--- src/sv/lpmp_pkg.sv ---
`timescale 1ns / 1ps
// lpmp_pkg: shared constants and types for the length-prefixed message parser.
// No dependencies.
package lpmp_pkg;

  localparam int ByteW  = 8;
  localparam int PhaseW = 3;
  localparam int RoleW  = 3;
  localparam int ErrW   = 3;

  // parse phases
  localparam logic [PhaseW-1:0] PH_CODE      = 3'd0;
  localparam logic [PhaseW-1:0] PH_LEN       = 3'd1;
  localparam logic [PhaseW-1:0] PH_DATA      = 3'd2;
  localparam logic [PhaseW-1:0] PH_USER_LEN  = 3'd3;
  localparam logic [PhaseW-1:0] PH_USER_DATA = 3'd4;
  localparam logic [PhaseW-1:0] PH_STATUS    = 3'd5;
  localparam logic [PhaseW-1:0] PH_TRAIL     = 3'd6;

  // byte roles
  localparam logic [RoleW-1:0] ROLE_CODE   = 3'd0;
  localparam logic [RoleW-1:0] ROLE_LEN    = 3'd1;
  localparam logic [RoleW-1:0] ROLE_DATA   = 3'd2;
  localparam logic [RoleW-1:0] ROLE_STATUS = 3'd3;
  localparam logic [RoleW-1:0] ROLE_TRAIL  = 3'd4;

  // error codes
  localparam logic [ErrW-1:0] ERR_NONE         = 3'd0;
  localparam logic [ErrW-1:0] ERR_NO_USER_LEN  = 3'd1;
  localparam logic [ErrW-1:0] ERR_USER_TRUNC   = 3'd2;
  localparam logic [ErrW-1:0] ERR_NO_STATUS    = 3'd3;
  localparam logic [ErrW-1:0] ERR_FIELD_TRUNC  = 3'd4;

  localparam logic [ByteW-1:0] SPECIAL_CODE = 8'd3;
  localparam logic [ByteW-1:0] COUNT_MAX    = 8'd255;

  typedef struct packed {
    logic [PhaseW-1:0] phase;
    logic [ByteW-1:0]  remaining;
    logic [ByteW-1:0]  counter;
  } parse_state_t;

  typedef struct packed {
    logic [RoleW-1:0] role;
    logic [ByteW-1:0] value;
    logic [ByteW-1:0] fnum;
    logic             done;
    logic             last;
    logic [ErrW-1:0]  err;
  } result_t;

  localparam parse_state_t STATE_RESET = '{phase: PH_CODE, remaining: '0, counter: '0};

endpackage

--- src/sv/lpmp_step.sv ---
`timescale 1ns / 1ps
// lpmp_step: combinational per-byte decode; next parse state and result item.
// Depends on lpmp_pkg.
module lpmp_step
  import lpmp_pkg::*;
(
  input  parse_state_t     cur,
  input  logic [ByteW-1:0] data_byte,
  input  logic             last_byte,
  output parse_state_t     nxt,
  output result_t          res
);

  logic [ByteW-1:0] cnt_inc;
  logic [ByteW-1:0] rem_dec;
  logic             user;

  assign cnt_inc = (cur.counter == COUNT_MAX) ? COUNT_MAX : cur.counter + 8'd1;
  assign rem_dec = (cur.remaining != '0) ? cur.remaining - 8'd1 : cur.remaining;
  assign user    = (cur.phase == PH_USER_LEN) || (cur.phase == PH_USER_DATA);

  always_comb begin
    parse_state_t s;
    s         = cur;
    res.role  = ROLE_CODE;
    res.value = data_byte;
    res.fnum  = '0;
    res.done  = 1'b0;
    res.last  = last_byte;
    res.err   = ERR_NONE;

    case (cur.phase)
      PH_LEN, PH_USER_LEN: begin
        res.role = ROLE_LEN;
        res.fnum = cur.counter;
        if (data_byte == '0) begin
          res.done  = 1'b1;
          s.counter = cnt_inc;
          s.phase   = user ? PH_STATUS : PH_LEN;
          if (last_byte && user) res.err = ERR_NO_STATUS;
        end else begin
          s.remaining = data_byte;
          s.phase     = user ? PH_USER_DATA : PH_DATA;
          if (last_byte) res.err = user ? ERR_USER_TRUNC : ERR_FIELD_TRUNC;
        end
      end
      PH_DATA, PH_USER_DATA: begin
        res.role    = ROLE_DATA;
        res.fnum    = cur.counter;
        s.remaining = rem_dec;
        if (rem_dec == '0) begin
          res.done  = 1'b1;
          s.counter = cnt_inc;
          s.phase   = user ? PH_STATUS : PH_LEN;
          if (last_byte && user) res.err = ERR_NO_STATUS;
        end else if (last_byte) begin
          res.err = user ? ERR_USER_TRUNC : ERR_FIELD_TRUNC;
        end
      end
      PH_STATUS: begin
        res.role  = ROLE_STATUS;
        res.fnum  = cur.counter;
        res.done  = 1'b1;
        s.counter = cnt_inc;
        s.phase   = PH_TRAIL;
      end
      PH_TRAIL: begin
        res.role = ROLE_TRAIL;
      end
      default: begin
        // code byte; unused phase codes land here too
        s.counter   = '0;
        s.remaining = '0;
        if (data_byte == SPECIAL_CODE) begin
          s.phase = PH_USER_LEN;
          if (last_byte) res.err = ERR_NO_USER_LEN;
        end else begin
          s.phase = PH_LEN;
        end
      end
    endcase

    nxt = last_byte ? STATE_RESET : s;
  end

endmodule

--- src/sv/lpmp_out_reg.sv ---
`timescale 1ns / 1ps
// lpmp_out_reg: result register between the decode logic and the output channel.
// Depends on lpmp_pkg.
module lpmp_out_reg
  import lpmp_pkg::*;
(
  input  logic    clk,
  input  logic    rst,
  input  logic    load,
  input  result_t res_in,
  output logic    full,
  input  logic    take,
  output result_t res_q
);

  result_t res;

  always_ff @(posedge clk) begin
    if (rst) begin
      full <= 1'b0;
    end else if (load) begin
      full <= 1'b1;
    end else if (take) begin
      full <= 1'b0;
    end
  end

  // payload needs no reset
  always_ff @(posedge clk) begin
    if (load) begin
      res <= res_in;
    end
  end

  assign res_q = res;

endmodule

--- src/sv/length_prefixed_message_parser.sv ---
`timescale 1ns / 1ps
// Length-prefixed message parser: one result per byte.
// The result of an accepted byte appears on the output register in the next cycle.
// Throughput: 1 byte per cycle; in_ready stays high while the result register
// is empty or being drained in the same cycle.
// Reset (rst, synchronous): parser returns to "expecting message code", output empty.
module length_prefixed_message_parser
  import lpmp_pkg::*;
(
  input  logic             clk,
  input  logic             rst,
  input  logic             in_valid,
  output logic             in_ready,
  input  logic [ByteW-1:0] data_byte,
  input  logic             last_byte,
  output logic             out_valid,
  input  logic             out_ready,
  output logic [RoleW-1:0] byte_role,
  output logic [ByteW-1:0] byte_value,
  output logic [ByteW-1:0] field_number,
  output logic             field_complete,
  output logic             message_end,
  output logic [ErrW-1:0]  error_code
);

  parse_state_t state;
  parse_state_t state_next;
  result_t      res_d;
  result_t      res_q;
  logic         accept;

  // A byte can enter whenever the result register frees up this cycle.
  assign in_ready = !out_valid || out_ready;
  assign accept   = in_valid && in_ready;

  // Per-byte decode: phase, owed data bytes and saturating field count.
  lpmp_step u_step (
    .cur       (state),
    .data_byte (data_byte),
    .last_byte (last_byte),
    .nxt       (state_next),
    .res       (res_d)
  );

  // Parser state advances only on an accepted byte; the last byte of a
  // message returns it to the code phase (handled inside the step logic).
  always_ff @(posedge clk) begin
    if (rst) begin
      state <= STATE_RESET;
    end else if (accept) begin
      state <= state_next;
    end
  end

  lpmp_out_reg u_out (
    .clk    (clk),
    .rst    (rst),
    .load   (accept),
    .res_in (res_d),
    .full   (out_valid),
    .take   (out_ready),
    .res_q  (res_q)
  );

  assign byte_role      = res_q.role;
  assign byte_value     = res_q.value;
  assign field_number   = res_q.fnum;
  assign field_complete = res_q.done;
  assign message_end    = res_q.last;
  assign error_code     = res_q.err;

`ifndef SYNTH
  // errors are only reported on the final byte of a message
  a_err_on_end: assert property (@(posedge clk) disable iff (rst)
    out_valid && (error_code != ERR_NONE) |-> message_end)
    else $error("error code without message end");

  // code and trailing bytes carry field 0 and never complete a field
  a_code_trail_fields: assert property (@(posedge clk) disable iff (rst)
    out_valid && (byte_role == ROLE_CODE || byte_role == ROLE_TRAIL)
      |-> (field_number == '0) && !field_complete)
    else $error("code or trailing byte tagged with a field");

  // after a final byte is accepted, the parser is back at the code phase
  a_reset_after_end: assert property (@(posedge clk) disable iff (rst)
    accept && last_byte |=> (state == STATE_RESET))
    else $error("parser state not cleared after message end");

  // status byte always finishes a field
  a_status_done: assert property (@(posedge clk) disable iff (rst)
    out_valid && (byte_role == ROLE_STATUS) |-> field_complete)
    else $error("status byte did not complete its field");
`endif

endmodule
--- config.mk ---
export PLATFORM = sky130hd
export DESIGN_NAME = length_prefixed_message_parser
export DESIGN_NICKNAME = d
export VERILOG_FILES = /design/src/sv/lpmp_pkg.sv /design/src/sv/lpmp_step.sv /design/src/sv/lpmp_out_reg.sv /design/src/sv/length_prefixed_message_parser.sv
export SDC_FILE = /design/constraint.sdc
export NUM_CORES = 1
export LEC_CHECK = 0
export BUFFER_PORTS_ARGS = -buffer_cell sky130_fd_sc_hd__buf_2
export CAP_MARGIN = 20
export CORE_ASPECT_RATIO = 2
export CORE_MARGIN = 4
export CORE_UTILIZATION = 51
export CTS_CLUSTER_DIAMETER = 50
export CTS_CLUSTER_SIZE = 24
export DETAILED_ROUTE_END_ITERATION = 7
export PLACE_DENSITY = 0.76
export REMOVE_ABC_BUFFERS = 1
export SETUP_SLACK_MARGIN = 0.05
export SLEW_MARGIN = 30
export SYNTH_ARGS = -nofsm -noshare
export SYNTH_HDL_FRONTEND = slang
export SYNTH_SLANG_ARGS = --single-unit
--- constraint.sdc ---
create_clock -name clk -period 2.32 [get_ports clk]
set_input_delay 0.232 -clock clk [delete_from_list [all_inputs] [get_ports clk]]
set_output_delay 0.232 -clock clk [all_outputs]
set_load 0.02 [all_outputs]
==> impl_metrics.py <==
metrics = {
    "synthesis": {
        "synthTopCellsByArea": "edfxtp_1 29%, dfxtp_1 16%, nand2_1 4.1%",
        "yosysTopAreaCell": "edfxtp_1",
        "synth_top_area_share_pct": 29.3,
        "avgSynthCellArea_um2": 9.80,
        "synthDistinctLibCells": 59,
        "syn-cell-area_um2": 2460,
        "synth_ff_type": "edfxtp_1",
        "synth_edf_count": 24,
        "async_reset_ff_share_pct": 0,
        "synth-seq-cells": 44,
        "yosys_warnings": 0,
        "synth_seq_area_share_pct": 45.6,
        "syn_inst": 251,
    },
    "timing": {
        "grt_setup_unrepaired": "yes",
        "finalCritPeriodShare_pct": 96.2,
        "min_period_ps": 2230,
        "slew_headroom_pct": 65.8,
        "hold_viol": 0,
        "fmax_mhz": 448,
        "drv_slew": 0,
        "finalSetupViolations": 0,
        "hold_ws_ps": 149,
        "worstMarginPinSlew_ps": 512,
        "setup_tns_ps": 0,
        "skew_ps": 11.4,
    },
    "layout": {
        "drive_above_1_share_pct": 29.4,
        "diodes": 0,
        "multi_input_area_um2": 1230,
        "syn_to_final_growth_pct": 18.8,
        "nets": 318,
        "nFillCells": 411,
        "final-seq-area_um2": 1120,
    },
    "power": {
        "p_int_mw": 1.28,
        "p_comb_share_pct": 19.6,
        "netSwitchingPower_mw": 0.505,
        "seqPwrFrac_pct": 49.2,
        "clock_power_share_pct": 31.2,
        "p_per_area_nw_per_um2": 610,
        "p_leak_nw": 1.16,
        "peakVddDrop_uv": 402,
        "power.share.switching_pct": 28.3,
    },
    "clock_network": {
        "ctsHoldBuffers": 0,
        "root_buffer": "clkbuf_8",
        "clock_sinks": 44,
        "cts_tree": "built",
        "cts_max_level": 2,
        "clk_pin_slew_ps": 80,
        "clk_latency_ps": 300,
        "clockBufferDepth": 2,
        "numCtsBuffers": 5,
    },
    "worst_hold_path": {
        "min_to": "u_out.res_q[16]$_DFFE_PP_",
        "hold_start": "data_byte[3]",
        "min_path_cells": 1,
        "worstHoldPathType": "input port to flip-flop",
    },
    "die": {
        "row_count": 35,
        "core_area_um2": 4640,
        "die_h_um": 106,
        "initial_core_util_pct": 53.0,
        "die_w_um": 57.1,
        "dieArea_um2": 6070,
        "boundaryPins": 39,
    },
    "setup_path": {
        "worstSetupEndpointType": "flip-flop",
        "startpoint": "state[11]$_SDFFE_PP0P_",
        "cp.arrival_ps": 2470,
        "required_ps": 2560,
        "r2r-start": "state[11]$_SDFFE_PP0P_",
        "rr_worst_depth": 6,
        "rrSetupSlack_ps": 90,
        "cp-start-kind": "flip-flop",
        "crit_type": "flip-flop to flip-flop",
        "worst_r2r_endpoint": "state[9]$_SDFFE_PP0P_",
        "path_max_fanout": 3,
    },
    "detailed_routing": {
        "drt-vias-per-instance": 5.99,
        "final_antenna_net_count": 0,
        "first_pass_iters": 5,
        "wl_per_cell_um": 16.6,
        "vias": 2145,
        "postRouteWirelength_mm": 5.94,
        "dr.first_iter.drc_count": 111,
        "route.detailed.drc": 0,
    },
    "job": {
        "cap_violations": 0,
    },
    "place": {
        "globalplace.congestion": 0.933,
        "io_buffers": 38,
        "hpwl_mm": 4.41,
    },
    "global_routing": {
        "grt_max_degree": 25,
        "first_global_vias": 2106,
        "grt_pass1_wl_mm": 9.47,
        "gr-usage-all-layers_pct": 19.9,
        "grtUsageMet3_pct": 3.16,
        "use_met2_pct": 37.5,
        "use_met1_pct": 19.9,
        "gr-total-overflow": 0,
        "antenna_found_initial": 0,
        "global_route.peak_usage_layer": "met2",
    },
    "run_status": {
        "outcome": "finished, final reports clean",
    },
}
synthesized netlist by cell type (all sizes together) (2+ instances only):
| library cell | instances |
|---|---|
| nand3b | 3 |
| mux2i | 3 |
| nand4 | 2 |
| and3 | 5 |
| a41oi | 4 |
| a211o | 7 |
| nand2 | 28 |
| o31ai | 2 |
| edfxtp | 24 |
| xnor2 | 3 |
| clkbuf | 4 |
| a211oi | 2 |
| o21ai | 11 |
| or3 | 5 |
| nor3b | 4 |
| o22ai | 3 |
| o41ai | 2 |
| nor2b | 3 |
| o211ai | 3 |
| inv | 14 |
| xor2 | 2 |
| a21oi | 19 |
| nor2 | 13 |
| nor4 | 2 |
| ha | 3 |
| nor3 | 4 |
| nand3 | 11 |
| a22oi | 3 |
| buf | 8 |
| and2 | 9 |
| dfxtp | 20 |
| nand2b | 3 |
| a31oi | 6 |
| or4 | 2 |
layer usage:
| metal | up-vias | share of wire (%) | wire [um] |
|---|---|---|---|
| met5 | - | 0 | 0 |
| met4 | 0 | 3.5 | 205 |
| met3 | 19 | 4.4 | 263 |
| met2 | 77 | 56 | 3350 |
| met1 | 1019 | 36 | 2120 |
| li1 | 1030 | - | - |
through the flow:
| step | cells | utilization (%) | total power [mW] | setup WS (ps) | instance area (um2) |
|---|---|---|---|---|---|
| 6_report | 358 | 62.9 | 1.78 | 88.5 | 2920 |
| 3_3_place_gp | 349 | 58.5 | 1.20 | 96.2 | 2720 |
| 2_1_floorplan | 238 | - | 1.09 | 20.8 | 2320 |
| 4_1_cts | 358 | 61.1 | 1.77 | 60.0 | 2840 |
| 5_1_grt | 358 | 62.9 | 1.86 | 24.5 | 2920 |
| 3_5_place_dp | 349 | 58.5 | 1.21 | 35.8 | 2720 |
worst max-delay path by stage:
stage / endpoint / slack [ps] / cells past startpoint
global placement: state[9]$_SDFFE_PP0P_ / 100 / 6
floorplan: state[6]$_SDFFE_PP0P_ / 20 / 6
finish: state[9]$_SDFFE_PP0P_ / 90 / 6
detailed placement: state[9]$_SDFFE_PP0P_ / 40 / 6
CTS: u_out.res_q[0]$_DFFE_PP_ / 60 / 6
global route: state[9]$_SDFFE_PP0P_ / 20 / 6
layout by cell type (no fill, tap or decap), types with 4 or more instances in the layout:
cell / instances
dfxtp_1: 19
a31oi_1: 5
inv_1: 14
a21oi_2: 4
edfxtp_1: 24
a41oi_1: 4
and2_1: 9
o21ai_0: 10
a21oi_1: 15
nor3_1: 4
a211o_1: 7
nor2_1: 13
nand3_1: 11
clkbuf_8: 5
nand2_1: 27
buf_2: 38
buf_4: 18
and3_1: 5
or3_1: 4
critical path, stage by stage (launching register included):
cell	delay, ps
dfxtp_2	330
or4_4	560
nor3b_4	340
mux2_4	330
a211o_1	220
a211o_1	270
a21oi_2	130
registers in the layout, indices dropped and copies added (netlist names):
register     count
u_out.full       1
state           19
u_out.res_q     24
power by group through the flow:
stage	logic, mW	clock network, mW	registers [mW]
floorplan	0.160	0	0.930
detailed placement	0.317	0	0.894
CTS	0.325	0.564	0.876
global placement	0.312	0	0.893
global route	0.379	0.599	0.880
finish	0.350	0.556	0.876
final cells by class:
| type | count | share of cell area [%] |
|---|---|---|
| Timing Repair Buffer | 57 | 11.5 |
| Multi-Input combinational cell | 180 | 42.1 |
| Tap cell | 55 | 2.36 |
| Inverter | 14 | 1.80 |
| Sequential cell | 44 | 38.4 |
| Clock inverter | 2 | 0.557 |
| Clock buffer | 6 | 3.21 |
cell families (layout without fill, tap and decap cells):
kind of cell             count (synthesis)  count (layout)  synth area share, %
buffers and inverters                   27              79                 7.78
AO/OA/AOI/OAI                           72              72                 20.8
flip-flops                              44              44                 45.6
adder cells (fa/ha/maj)                  3               3                 1.53
AND/OR/NAND/NOR                         96              96                 20.9
XOR/XNOR                                 5               5                 1.78
multiplexers                             4               4                 1.68
what timing repair did:
action                     CTS  global route
setup endpoints to repair    2            15
setup buffers                1             0
pin swaps                    1             8
resized for setup            1            16
No activity file was read; power rests on OpenSTA's default activity.
